<file path="config.mk">
export PLATFORM = sky130hd
export DESIGN_NAME = fhss_slot_tx_gate
export DESIGN_NICKNAME = d
export VERILOG_FILES = /design/src/rtl/fst_pkg.sv /design/src/rtl/fst_cfg.sv /design/src/rtl/fst_core.sv /design/src/rtl/fhss_slot_tx_gate.sv
export VERILOG_INCLUDE_DIRS = /design/src /design/src/rtl
export SDC_FILE = /design/constraint.sdc
export NUM_CORES = 1
export LEC_CHECK = 0
export ABC_AREA = 1
export BUFFER_PORTS_ARGS = -buffer_cell sky130_fd_sc_hd__buf_4
export CAP_MARGIN = 10
export CORE_MARGIN = 8
export CORE_UTILIZATION = 50
export CTS_BUF_LIST = sky130_fd_sc_hd__clkbuf_16
export CTS_CLUSTER_SIZE = 25
export DETAILED_ROUTE_END_ITERATION = 10
export GPL_ROUTABILITY_DRIVEN = 0
export GPL_TIMING_DRIVEN = 0
export PLACE_DENSITY = 0.68
export SLEW_MARGIN = 20
export SYNTH_ARGS = -nofsm -noshare
export SYNTH_HDL_FRONTEND = slang
export SYNTH_SLANG_ARGS = --single-unit
</file>
<file path="constraint.sdc">
create_clock -name clk -period 14 [get_ports clk]
set_clock_uncertainty 0.15 [all_clocks]
set_input_delay 0.7 -clock clk [delete_from_list [all_inputs] [get_ports clk]]
set_output_delay 0.7 -clock clk [all_outputs]
set_load 0.005 [all_outputs]
</file>
<file path="src/rtl/fhss_slot_tx_gate_defines.svh">
// assertion macros shared by the slot transmit gate rtl
// depends on nothing; included by files that carry checks
`ifndef FHSS_SLOT_TX_GATE_DEFINES_SVH
`define FHSS_SLOT_TX_GATE_DEFINES_SVH

// same-cycle implication, disabled in reset
`define FST_ASSERT_NOW(lbl, clk, rst_n, ante, cons) \
	lbl: assert property (@(posedge clk) disable iff (!rst_n) (ante) |-> (cons)) \
		else $error("slot tx gate check failed");

// next-cycle implication, disabled in reset
`define FST_ASSERT_NEXT(lbl, clk, rst_n, ante, cons) \
	lbl: assert property (@(posedge clk) disable iff (!rst_n) (ante) |=> (cons)) \
		else $error("slot tx gate check failed");

`endif

</file>
<file path="src/rtl/fst_pkg.sv">
// shared types, codes and constants of the slot transmit gate
// no dependencies
`default_nettype none

package fst_pkg;

	// default widths
	localparam int SLOT_BITS_DEF = 64;
	localparam int TIME_BITS_DEF = 16;

	// stream widths
	localparam int IN_DATA_W  = 104;
	localparam int OUT_DATA_W = 72;
	localparam int CFG_IDX_W  = 3;
	localparam int CFG_DATA_W = 32;

	// register indexes
	localparam logic [CFG_IDX_W-1:0] REG_EXP_GEN    = 3'd0;
	localparam logic [CFG_IDX_W-1:0] REG_SLOT_LEN   = 3'd1;
	localparam logic [CFG_IDX_W-1:0] REG_MIN_GAP    = 3'd2;
	localparam logic [CFG_IDX_W-1:0] REG_POST_GUARD = 3'd3;
	localparam logic [CFG_IDX_W-1:0] REG_TAIL_GUARD = 3'd4;
	localparam logic [CFG_IDX_W-1:0] REG_TIMEOUT    = 3'd5;
	localparam logic [CFG_IDX_W-1:0] REG_QUIET_TRIG = 3'd6;
	localparam logic [CFG_IDX_W-1:0] REG_QUIET_LEN  = 3'd7;

	// register reset values
	localparam logic [31:0] RST_EXP_GEN    = 32'd0;
	localparam logic [15:0] RST_SLOT_LEN   = 16'd300;
	localparam logic [9:0]  RST_MIN_GAP    = 10'd150;
	localparam logic [7:0]  RST_POST_GUARD = 8'd25;
	localparam logic [7:0]  RST_TAIL_GUARD = 8'd40;
	localparam logic [11:0] RST_TIMEOUT    = 12'd1200;
	localparam logic [3:0]  RST_QUIET_TRIG = 4'd8;
	localparam logic [13:0] RST_QUIET_LEN  = 14'd4000;

	// saturation limits
	localparam logic [11:0] GATE_AGE_MAX = 12'hfff;
	localparam logic [3:0]  UNANS_MAX    = 4'hf;

	typedef enum logic [1:0] {
		CMD_TICK = 2'd0,
		CMD_REQ  = 2'd1,
		CMD_DONE = 2'd2,
		CMD_RX   = 2'd3
	} cmd_t;

	typedef enum logic [1:0] {
		VD_NONE     = 2'd0,
		VD_GRANT    = 2'd1,
		VD_UNUSABLE = 2'd2,
		VD_TIMEOUT  = 2'd3
	} verdict_t;

	typedef struct packed {
		logic [31:0] expected_generation;
		logic [15:0] slot_length_ms;
		logic [9:0]  min_gap_ms;
		logic [7:0]  post_guard_ms;
		logic [7:0]  tail_guard_ms;
		logic [11:0] gate_timeout_ms;
		logic [3:0]  quiet_trigger;
		logic [13:0] quiet_length_ms;
	} cfg_t;

	typedef struct packed {
		cmd_t        cmd;
		logic        hop_enabled;
		logic        hop_synced;
		logic        role_is_master;
		logic [31:0] status_generation;
		logic        error_present;
		logic [63:0] current_slot;
		logic        send_ok;
	} item_t;

	typedef struct packed {
		verdict_t    verdict;
		logic        request_busy;
		logic        quiet_active;
		logic        window_open;
		logic [63:0] window_slot_out;
		logic        window_reused;
	} res_t;

endpackage

`default_nettype wire

</file>
<file path="src/rtl/fst_cfg.sv">
// configuration register file of the slot transmit gate
// depends on fst_pkg
`default_nettype none

module fst_cfg
	import fst_pkg::*;
(
	input  wire logic                  clk,
	input  wire logic                  arst_n,
	input  wire logic                  wr_en,
	input  wire logic [CFG_IDX_W-1:0]  wr_index,
	input  wire logic [CFG_DATA_W-1:0] wr_data,
	output cfg_t                       cfg
);

	cfg_t cfg_q;

	// register writes, decoded by index
	always_ff @(posedge clk or negedge arst_n) begin
		if (!arst_n) begin
			cfg_q.expected_generation <= RST_EXP_GEN;
			cfg_q.slot_length_ms      <= RST_SLOT_LEN;
			cfg_q.min_gap_ms          <= RST_MIN_GAP;
			cfg_q.post_guard_ms       <= RST_POST_GUARD;
			cfg_q.tail_guard_ms       <= RST_TAIL_GUARD;
			cfg_q.gate_timeout_ms     <= RST_TIMEOUT;
			cfg_q.quiet_trigger       <= RST_QUIET_TRIG;
			cfg_q.quiet_length_ms     <= RST_QUIET_LEN;
		end else if (wr_en) begin
			unique case (wr_index)
				REG_EXP_GEN:    cfg_q.expected_generation <= wr_data;
				REG_SLOT_LEN:   cfg_q.slot_length_ms      <= wr_data[15:0];
				REG_MIN_GAP:    cfg_q.min_gap_ms          <= wr_data[9:0];
				REG_POST_GUARD: cfg_q.post_guard_ms       <= wr_data[7:0];
				REG_TAIL_GUARD: cfg_q.tail_guard_ms       <= wr_data[7:0];
				REG_TIMEOUT:    cfg_q.gate_timeout_ms     <= wr_data[11:0];
				REG_QUIET_TRIG: cfg_q.quiet_trigger       <= wr_data[3:0];
				REG_QUIET_LEN:  cfg_q.quiet_length_ms     <= wr_data[13:0];
				default: ;
			endcase
		end
	end

	assign cfg = cfg_q;

endmodule

`default_nettype wire

</file>
<file path="src/rtl/fst_core.sv">
// gate state machine and result register of the slot transmit gate
// depends on fst_pkg and fhss_slot_tx_gate_defines.svh
`default_nettype none
`include "fhss_slot_tx_gate_defines.svh"

module fst_core
	import fst_pkg::*;
#(
	parameter int SLOT_BITS = SLOT_BITS_DEF,
	parameter int TIME_BITS = TIME_BITS_DEF
) (
	input  wire logic  clk,
	input  wire logic  arst_n,
	input  wire logic  adv,
	input  wire item_t item,
	input  wire cfg_t  cfg,
	output res_t       res
);

	localparam int RW = ((TIME_BITS > 16) ? TIME_BITS : 16) + 2;

	typedef enum logic [2:0] {
		PH_IDLE  = 3'd0,
		PH_QUIET = 3'd1,
		PH_GAP   = 3'd2,
		PH_WAIT  = 3'd3,
		PH_GUARD = 3'd4
	} phase_t;

	phase_t                phase_q, n_phase;
	logic [3:0]            unans_q, n_unans;
	logic                  ever_q, n_ever;
	logic [TIME_BITS-1:0]  since_q, n_since;
	logic                  wv_q, n_wv;
	logic [SLOT_BITS-1:0]  held_q, n_held;
	logic [TIME_BITS-1:0]  age_q, n_age;
	logic [SLOT_BITS-1:0]  base_q, n_base;
	logic [SLOT_BITS-1:0]  cand_q, n_cand;
	logic [13:0]           timer_q, n_timer;
	logic [11:0]           gate_q, n_gate;
	res_t                  res_s2;

	logic                  usable;
	logic [SLOT_BITS-1:0]  slot;
	logic [13:0]           t_dec;
	logic                  do_gap;
	logic                  granted;
	logic                  reused;
	verdict_t              verdict;
	logic signed [RW-1:0]  used;
	logic signed [RW-1:0]  room;

	// status check and slot masking
	assign usable = item.hop_enabled && item.hop_synced && item.role_is_master &&
		(item.status_generation == cfg.expected_generation) && !item.error_present;
	assign slot = item.current_slot[SLOT_BITS-1:0];

	// next state of the gate for the item in the input register
	always_comb begin
		n_phase = phase_q;
		n_unans = unans_q;
		n_ever  = ever_q;
		n_since = since_q;
		n_wv    = wv_q;
		n_held  = held_q;
		n_age   = age_q;
		n_base  = base_q;
		n_cand  = cand_q;
		n_timer = timer_q;
		n_gate  = gate_q;
		verdict = VD_NONE;
		reused  = 1'b0;
		granted = 1'b0;
		do_gap  = 1'b0;
		t_dec   = (timer_q != 14'd0) ? timer_q - 14'd1 : timer_q;
		used    = '0;
		room    = '0;

		case (item.cmd)
			CMD_TICK: begin
				if (since_q != '1)
					n_since = since_q + 1'b1;
				if (wv_q && (age_q != '1))
					n_age = age_q + 1'b1;
				unique case (phase_q)
					PH_QUIET: begin
						n_timer = t_dec;
						if (t_dec == 14'd0) begin
							n_unans = 4'd0;
							do_gap  = 1'b1;
						end
					end
					PH_GAP: do_gap = 1'b1;
					PH_WAIT: begin
						if (gate_q >= cfg.gate_timeout_ms) begin
							n_phase = PH_IDLE;
							verdict = VD_TIMEOUT;
						end else begin
							if (gate_q != GATE_AGE_MAX)
								n_gate = gate_q + 12'd1;
							if (!usable) begin
								n_phase = PH_IDLE;
								verdict = VD_UNUSABLE;
							end else if (slot != base_q) begin
								n_cand = slot;
								if (cfg.post_guard_ms == 8'd0) begin
									n_wv    = 1'b1;
									n_held  = slot;
									n_age   = '0;
									n_phase = PH_IDLE;
									verdict = VD_GRANT;
								end else begin
									n_phase = PH_GUARD;
									n_timer = 14'(cfg.post_guard_ms);
								end
							end
						end
					end
					PH_GUARD: begin
						if (gate_q != GATE_AGE_MAX)
							n_gate = gate_q + 12'd1;
						n_timer = t_dec;
						if (t_dec == 14'd0) begin
							if (usable && (slot == cand_q)) begin
								n_wv    = 1'b1;
								n_held  = cand_q;
								n_age   = '0;
								n_phase = PH_IDLE;
								verdict = VD_GRANT;
							end else begin
								n_phase = PH_WAIT;
							end
						end
					end
					default: ;
				endcase
			end
			CMD_REQ: begin
				if (phase_q == PH_IDLE) begin
					if (unans_q >= cfg.quiet_trigger) begin
						n_wv = 1'b0;
						if (cfg.quiet_length_ms == 14'd0) begin
							n_unans = 4'd0;
							do_gap  = 1'b1;
						end else begin
							n_phase = PH_QUIET;
							n_timer = cfg.quiet_length_ms;
						end
					end else begin
						do_gap = 1'b1;
					end
				end
			end
			CMD_DONE: begin
				if (item.send_ok) begin
					n_ever  = 1'b1;
					n_since = '0;
					if (unans_q != UNANS_MAX)
						n_unans = unans_q + 4'd1;
				end else begin
					n_wv = 1'b0;
				end
			end
			default: n_unans = 4'd0;
		endcase

		// gap check, then reuse of the held window, then start of the wait or an unusable verdict
		if (do_gap) begin
			if (ever_q && (n_since < TIME_BITS'(cfg.min_gap_ms))) begin
				n_phase = PH_GAP;
			end else begin
				used = $signed(RW'(n_age)) + $signed(RW'(cfg.tail_guard_ms));
				room = $signed(RW'(cfg.slot_length_ms)) - $signed(RW'(cfg.post_guard_ms));
				if (n_wv) begin
					if (usable && (slot == n_held) && (used < room)) begin
						n_phase = PH_IDLE;
						reused  = 1'b1;
						granted = 1'b1;
						verdict = VD_GRANT;
					end else begin
						n_wv = 1'b0;
					end
				end
				if (!granted) begin
					if (!usable) begin
						n_phase = PH_IDLE;
						verdict = VD_UNUSABLE;
					end else begin
						n_base  = slot;
						n_gate  = 12'd0;
						n_phase = PH_WAIT;
					end
				end
			end
		end
	end

	// gate state and result register
	always_ff @(posedge clk or negedge arst_n) begin
		if (!arst_n) begin
			phase_q <= PH_IDLE;
			unans_q <= 4'd0;
			ever_q  <= 1'b0;
			since_q <= '0;
			wv_q    <= 1'b0;
			held_q  <= '0;
			age_q   <= '0;
			base_q  <= '0;
			cand_q  <= '0;
			timer_q <= 14'd0;
			gate_q  <= 12'd0;
			res_s2  <= '0;
		end else if (adv) begin
			phase_q <= n_phase;
			unans_q <= n_unans;
			ever_q  <= n_ever;
			since_q <= n_since;
			wv_q    <= n_wv;
			held_q  <= n_held;
			age_q   <= n_age;
			base_q  <= n_base;
			cand_q  <= n_cand;
			timer_q <= n_timer;
			gate_q  <= n_gate;
			res_s2.verdict         <= verdict;
			res_s2.request_busy    <= (n_phase != PH_IDLE);
			res_s2.quiet_active    <= (n_phase == PH_QUIET);
			res_s2.window_open     <= n_wv;
			res_s2.window_slot_out <= n_wv ? 64'(n_held) : 64'd0;
			res_s2.window_reused   <= (verdict == VD_GRANT) && reused;
		end
	end

	assign res = res_s2;

	// checks on gate state and result consistency
	`FST_ASSERT_NOW(a_quiet_no_window, clk, arst_n, phase_q == PH_QUIET, !wv_q)
	`FST_ASSERT_NOW(a_guard_timer_live, clk, arst_n, phase_q == PH_GUARD, timer_q != 14'd0)
	`FST_ASSERT_NOW(a_grant_holds_window, clk, arst_n, res_s2.verdict == VD_GRANT,
		res_s2.window_open && !res_s2.request_busy)
	`FST_ASSERT_NOW(a_reuse_is_grant, clk, arst_n, res_s2.window_reused,
		res_s2.verdict == VD_GRANT)

endmodule

`default_nettype wire

</file>
<file path="src/rtl/fhss_slot_tx_gate.sv">
// Path: an accepted item is held in the input register, its result in the result register.
// Throughput: one item per cycle; input register and result register let a new item enter
// while the previous result waits, so the rate is set only by the sink taking results.
// Reset: arst_n clears the gate state, both valid flags and restores register defaults.
// top level of the slot transmit gate; depends on fst_pkg, fst_cfg, fst_core, fhss_slot_tx_gate_defines.svh
`default_nettype none
`include "fhss_slot_tx_gate_defines.svh"

module fhss_slot_tx_gate
	import fst_pkg::*;
#(
	parameter int SLOT_BITS = SLOT_BITS_DEF,
	parameter int TIME_BITS = TIME_BITS_DEF
) (
	input  wire logic                  clk,
	input  wire logic                  arst_n,
	// input items
	input  wire logic                  s_tvalid,
	output logic                       s_tready,
	// hop_enabled, hop_synced, role_is_master, status_generation[31:0], error_present,
	// current_slot[63:0], send_ok, zero fill
	input  wire logic [IN_DATA_W-1:0]  s_tdata,
	// cmd[1:0]
	input  wire logic [1:0]            s_tuser,
	// result items
	output logic                       m_tvalid,
	input  wire logic                  m_tready,
	// verdict[1:0], request_busy, quiet_active, window_open, window_slot_out[63:0],
	// window_reused, zero fill
	output logic [OUT_DATA_W-1:0]      m_tdata,
	// configuration writes
	input  wire logic                  cfg_valid,
	output logic                       cfg_ready,
	input  wire logic [CFG_IDX_W-1:0]  cfg_index,
	input  wire logic [CFG_DATA_W-1:0] cfg_data
);

	logic  s1_valid_q;
	logic  m_valid_q;
	item_t item_s1;
	logic  adv;
	logic  in_acc;
	cfg_t  cfg;
	res_t  res;

	// handshake: the item in the input register moves on when the result slot frees
	assign adv      = s1_valid_q && (!m_valid_q || m_tready);
	assign s_tready = !s1_valid_q || adv;
	assign in_acc   = s_tvalid && s_tready;
	assign cfg_ready = 1'b1;

	// input register valid and result valid
	always_ff @(posedge clk or negedge arst_n) begin
		if (!arst_n) begin
			s1_valid_q <= 1'b0;
			m_valid_q  <= 1'b0;
		end else begin
			if (in_acc)
				s1_valid_q <= 1'b1;
			else if (adv)
				s1_valid_q <= 1'b0;
			if (adv)
				m_valid_q <= 1'b1;
			else if (m_tready)
				m_valid_q <= 1'b0;
		end
	end

	// input register payload
	always_ff @(posedge clk) begin
		if (in_acc) begin
			item_s1.cmd               <= cmd_t'(s_tuser);
			item_s1.hop_enabled       <= s_tdata[0];
			item_s1.hop_synced        <= s_tdata[1];
			item_s1.role_is_master    <= s_tdata[2];
			item_s1.status_generation <= s_tdata[34:3];
			item_s1.error_present     <= s_tdata[35];
			item_s1.current_slot      <= s_tdata[99:36];
			item_s1.send_ok           <= s_tdata[100];
		end
	end

	fst_cfg u_cfg (
		.clk      (clk),
		.arst_n   (arst_n),
		.wr_en    (cfg_valid && cfg_ready),
		.wr_index (cfg_index),
		.wr_data  (cfg_data),
		.cfg      (cfg)
	);

	fst_core #(
		.SLOT_BITS (SLOT_BITS),
		.TIME_BITS (TIME_BITS)
	) u_core (
		.clk    (clk),
		.arst_n (arst_n),
		.adv    (adv),
		.item   (item_s1),
		.cfg    (cfg),
		.res    (res)
	);

	// result packing
	assign m_tvalid = m_valid_q;
	assign m_tdata  = {2'b00, res.window_reused, res.window_slot_out, res.window_open,
		res.quiet_active, res.request_busy, res.verdict};

	// checks on the register handoff
	`FST_ASSERT_NEXT(a_accept_fills_s1, clk, arst_n, in_acc, s1_valid_q)
	`FST_ASSERT_NEXT(a_adv_fills_out, clk, arst_n, adv, m_valid_q)
	`FST_ASSERT_NOW(a_stall_blocks_adv, clk, arst_n, m_valid_q && !m_tready, !adv)

endmodule

`default_nettype wire

</file>
==> key figures <==
Run status
  • Outcome: complete, no violations

Worst setup path
  • Critical-path top delay cell: edfxtp_1
  • Setup crit end kind: flip-flop
  • Crit path DAT: approximately 9300 ps
  • CP Class: flip-flop to flip-flop
  • CP max stage delay: about 470 ps
  • CP Data Required Time: 14430 ps
  • Most used cell, CP: nand2_1
  • Critical Path Fanout Max: 10
  • CP startpoint kind: flip-flop

Floorplan
  • Core area: between 0.06 and 0.07 mm2
  • Starting Density: 50.5%
  • Number of placed I/O pins: ~220
  • Die H: ~270 um
  • Die ar.: a little over 0.07 mm2
  • Row cnt: 91
  • Die width: ~270 um

Clock tree
  • Htree depth: 2
  • Clk buf depth: 3
  • Clock-pin slew on the worst setup and hold paths: around 60 ps
  • Number of post-CTS setup repair buffers: 0
  • CTS Root Cell: clkbuf_16
  • Post-CTS Resized: 0
  • CTS tree: done
  • Number of clock sinks: ~540
  • Clk Latency, worst-skew pair: roughly 660 ps
  • CTS Buf Count: 60
  • CTS hold repair buffers: 1

Routing
  • Routed vias: between 20000 and 30000
  • DR pass1 iterations: 7
  • Remaining routing DRC violations: 0
  • Routed length per instance: a little over 20 um
  • Initial DRC count: a little under 4000
  • Vias/cell: ~5.6
  • Total Routed Length: between 100 and 150 mm
  • Antenna viol nets, final: 0

STA
  • Final WS setup: 5160 ps
  • Worst slew pin tran: 1160 ps
  • Setup TNS: 0 ps
  • Max_slew headroom: 22.9%
  • Final setup fails: 0
  • Fmax achieved: between 100 and 150 MHz
  • Final Hold Viols: 0
  • Period minus WS final: 8840 ps
  • Unrepaired setup endpoints after global routing: false
  • Final Max Slew Viols: 0
  • Final worst-path cycle share: between 60% and 70%

Logic synthesis
  • Cell area after synthesis: 0.0311 mm2
  • Largest area contributor in the netlist: dfrtp_1
  • #FFs+latches synth: roughly 540
  • YS warnings: 0
  • Unique masters post-synth: between 50 and 60
  • Register area share after synthesis: 45.0%
  • Mean Syn Cell Area: about 7.5 um2
  • Top post-synthesis cells by area: dfrtp_1 (33%), nand2_1 (17%), edfxtp_1 (9.9%)
  • Cells after synthesis: 4157
  • Share of the synthesized area in the top cell type: between 30% and 40%
  • Async set-or-reset flop fraction in the synthesized netlist: approximately four fifths
  • Number of flops mapped to enable cells by yosys: ~100
  • Post-synth top flop: dfrtp_1

Power and ir drop
  • Clock Power Share: approximately 29%
  • Combinational power share: about a third
  • P per Cell Area: between 150 and 200 mW/mm2
  • Sequential power share: between 30 and 40%
  • VDD IR max: ~0.12 mV
  • P_leak: about 18 nW
  • P_int: approximately 3.5 mW
  • NetSw: about 2.2 mW
  • Sw Ratio: 38.4%

Finish
  • Multi-input gate area: 0.0144 mm2
  • Layout fillers: 5751
  • Final instance area: 0.0360 mm2
  • Reg area: roughly 0.014 mm2
  • # nets final: approximately 4700
  • Util after Layout: around three fifths
  • Commonest cells after routing, fill and taps aside: nand2_1 (1439), inv_1 (483), dfrtp_1 (410)
  • Area Overhead vs Synth: 15.6%
  • Commonest non-fill, non-tap cell in the layout: nand2_1
  • Layout cell share with drive strength beyond 1: about 13%
  • Diode count: 0

Global routing
  • Gr usage total: between 30% and 40%
  • First-pass GRT wire length: roughly 160 mm
  • Initial antenna violation count: 3
  • Total grt overflow: 0
  • Vias in the first global route: 27600
  • Largest net degree at the start of global routing: slightly below 90

Job
  • Max Cap Viol: 0

Placement
  • Port buffer count: 214
  • Post-DP HPWL: 79.1 mm
  • Placed instance area: about 0.034 mm2
  • Dpl ws: 5420 ps

Hold path
  • Hold/Removal Path Class: input port to flip-flop
## worst paths after layout
check / startpoint / end / slack [ps] / cells after the start
worst max-delay path: item_s1[64] / u_core.res[51] / 5160 / 46
worst min-delay path: s_tdata[62] / item_s1[27] / 70 / 1
worst max register to register: item_s1[64] / u_core.res[51] / 5160 / 46
worst min register to register: u_cfg.cfg[49] / u_cfg.cfg[49] / 330 / 2
max in group asynchronous: arst_n / u_core.res[39] / 12040 / 4
min in group asynchronous: arst_n / u_cfg.cfg[103] / 480 / 2
## per-stage QoR
| step | power, mW | cells | hold slack (ps) |
|---|---|---|---|
| after CTS | 5.57 | 5330 | 46.0 |
| after global placement | 3.90 | 5209 | 316 |
| after global routing | 5.93 | 5330 | 57.2 |
| after floorplan | 3.29 | 4158 | 254 |
| final | 5.61 | 5330 | 68.5 |
| after detailed placement | 3.94 | 5215 | 316 |
## synth_stat cells, types with 4 or more instances
| master | n |
|---|---|
| o21ai_1 | 8 |
| a211oi_1 | 5 |
| o31ai_1 | 5 |
| mux2_2 | 8 |
| or2_2 | 6 |
| clkbuf_1 | 93 |
| buf_1 | 11 |
| inv_1 | 474 |
| and2_1 | 5 |
| ha_1 | 62 |
| nand3_1 | 340 |
| nand4_1 | 59 |
| o21bai_1 | 4 |
| o21a_1 | 4 |
| o211ai_1 | 22 |
| a31oi_1 | 5 |
| edfxtp_1 | 103 |
| o21ai_2 | 57 |
| nand2_1 | 1439 |
| xor2_1 | 66 |
| nor4_1 | 5 |
| nor3_1 | 30 |
| buf_6 | 8 |
| xnor2_1 | 61 |
| buf_4 | 8 |
| o21ai_0 | 333 |
| inv_2 | 18 |
| nor2_1 | 243 |
| buf_12 | 4 |
| a21oi_1 | 62 |
| buf_2 | 36 |
| nand2_2 | 66 |
| dfrtp_1 | 410 |
| dfstp_2 | 24 |
| nor2_2 | 14 |
| o22ai_1 | 17 |
## layout make-up
class                   instances  area share (%)
flip-flops and latches        537            38.9
clock buffers                  63            4.38
inverters                     495            5.18
plain buffers                 163            2.35
well taps                     837            2.91
clock inverters                51            1.19
repair buffers                221            4.98
multi-input cells            2963            40.1
## registers in the layout, indices dropped and copies added, names as in the netlist, 16 cells and up
register,count
u_core.since_q,16
u_core.age_q,16
u_core.held_q,64
u_core.res,69
u_core.base_q,64
item_s1,103
u_core.cand_q,64
u_cfg.cfg,104
## critical path, delay by kind of cell, from the launching register on
family	cells	cell delay, ps
XOR/XNOR	2	340
adder cells (fa/ha/maj)	3	920
AND/OR/NAND/NOR	25	4170
buffers and inverters	6	1100
AO/OA/AOI/OAI	10	1590
flip-flops	1	470
## power groups by stage
| stage | Combinational [mW] | Clock [mW] | Sequential, mW |
|---|---|---|---|
| final | 1.86 | 1.63 | 2.12 |
| after global routing | 2.08 | 1.70 | 2.15 |
| after detailed placement | 1.80 | 0 | 2.14 |
| after CTS | 1.82 | 1.64 | 2.11 |
| after global placement | 1.76 | 0 | 2.14 |
| after floorplan | 1.22 | 0 | 2.07 |
## cell families (layout without fill, tap and decap cells)
group                    count (synthesis)  in the layout  synth area share, %
AO/OA/AOI/OAI                          537            537                 9.91
flip-flops                             537            537                 45.0
buffers and inverters                  658            993                 8.69
other                                    2              3               0.0241
AND/OR/NAND/NOR                       2224           2224                 29.9
multiplexers                             8              8                0.290
adder cells (fa/ha/maj)                 64             64                 2.62
XOR/XNOR                               127            127                 3.58
## routing by layer
metal	global-route usage, %	vias up	routed length, um
met2	43.7	1666	45000
met3	8.76	299	13600
li1	-	13900	-
met4	12.2	2	4840
met1	42.1	13800	45000
met5	0	-	12
Power figures use the tool's default switching activity.
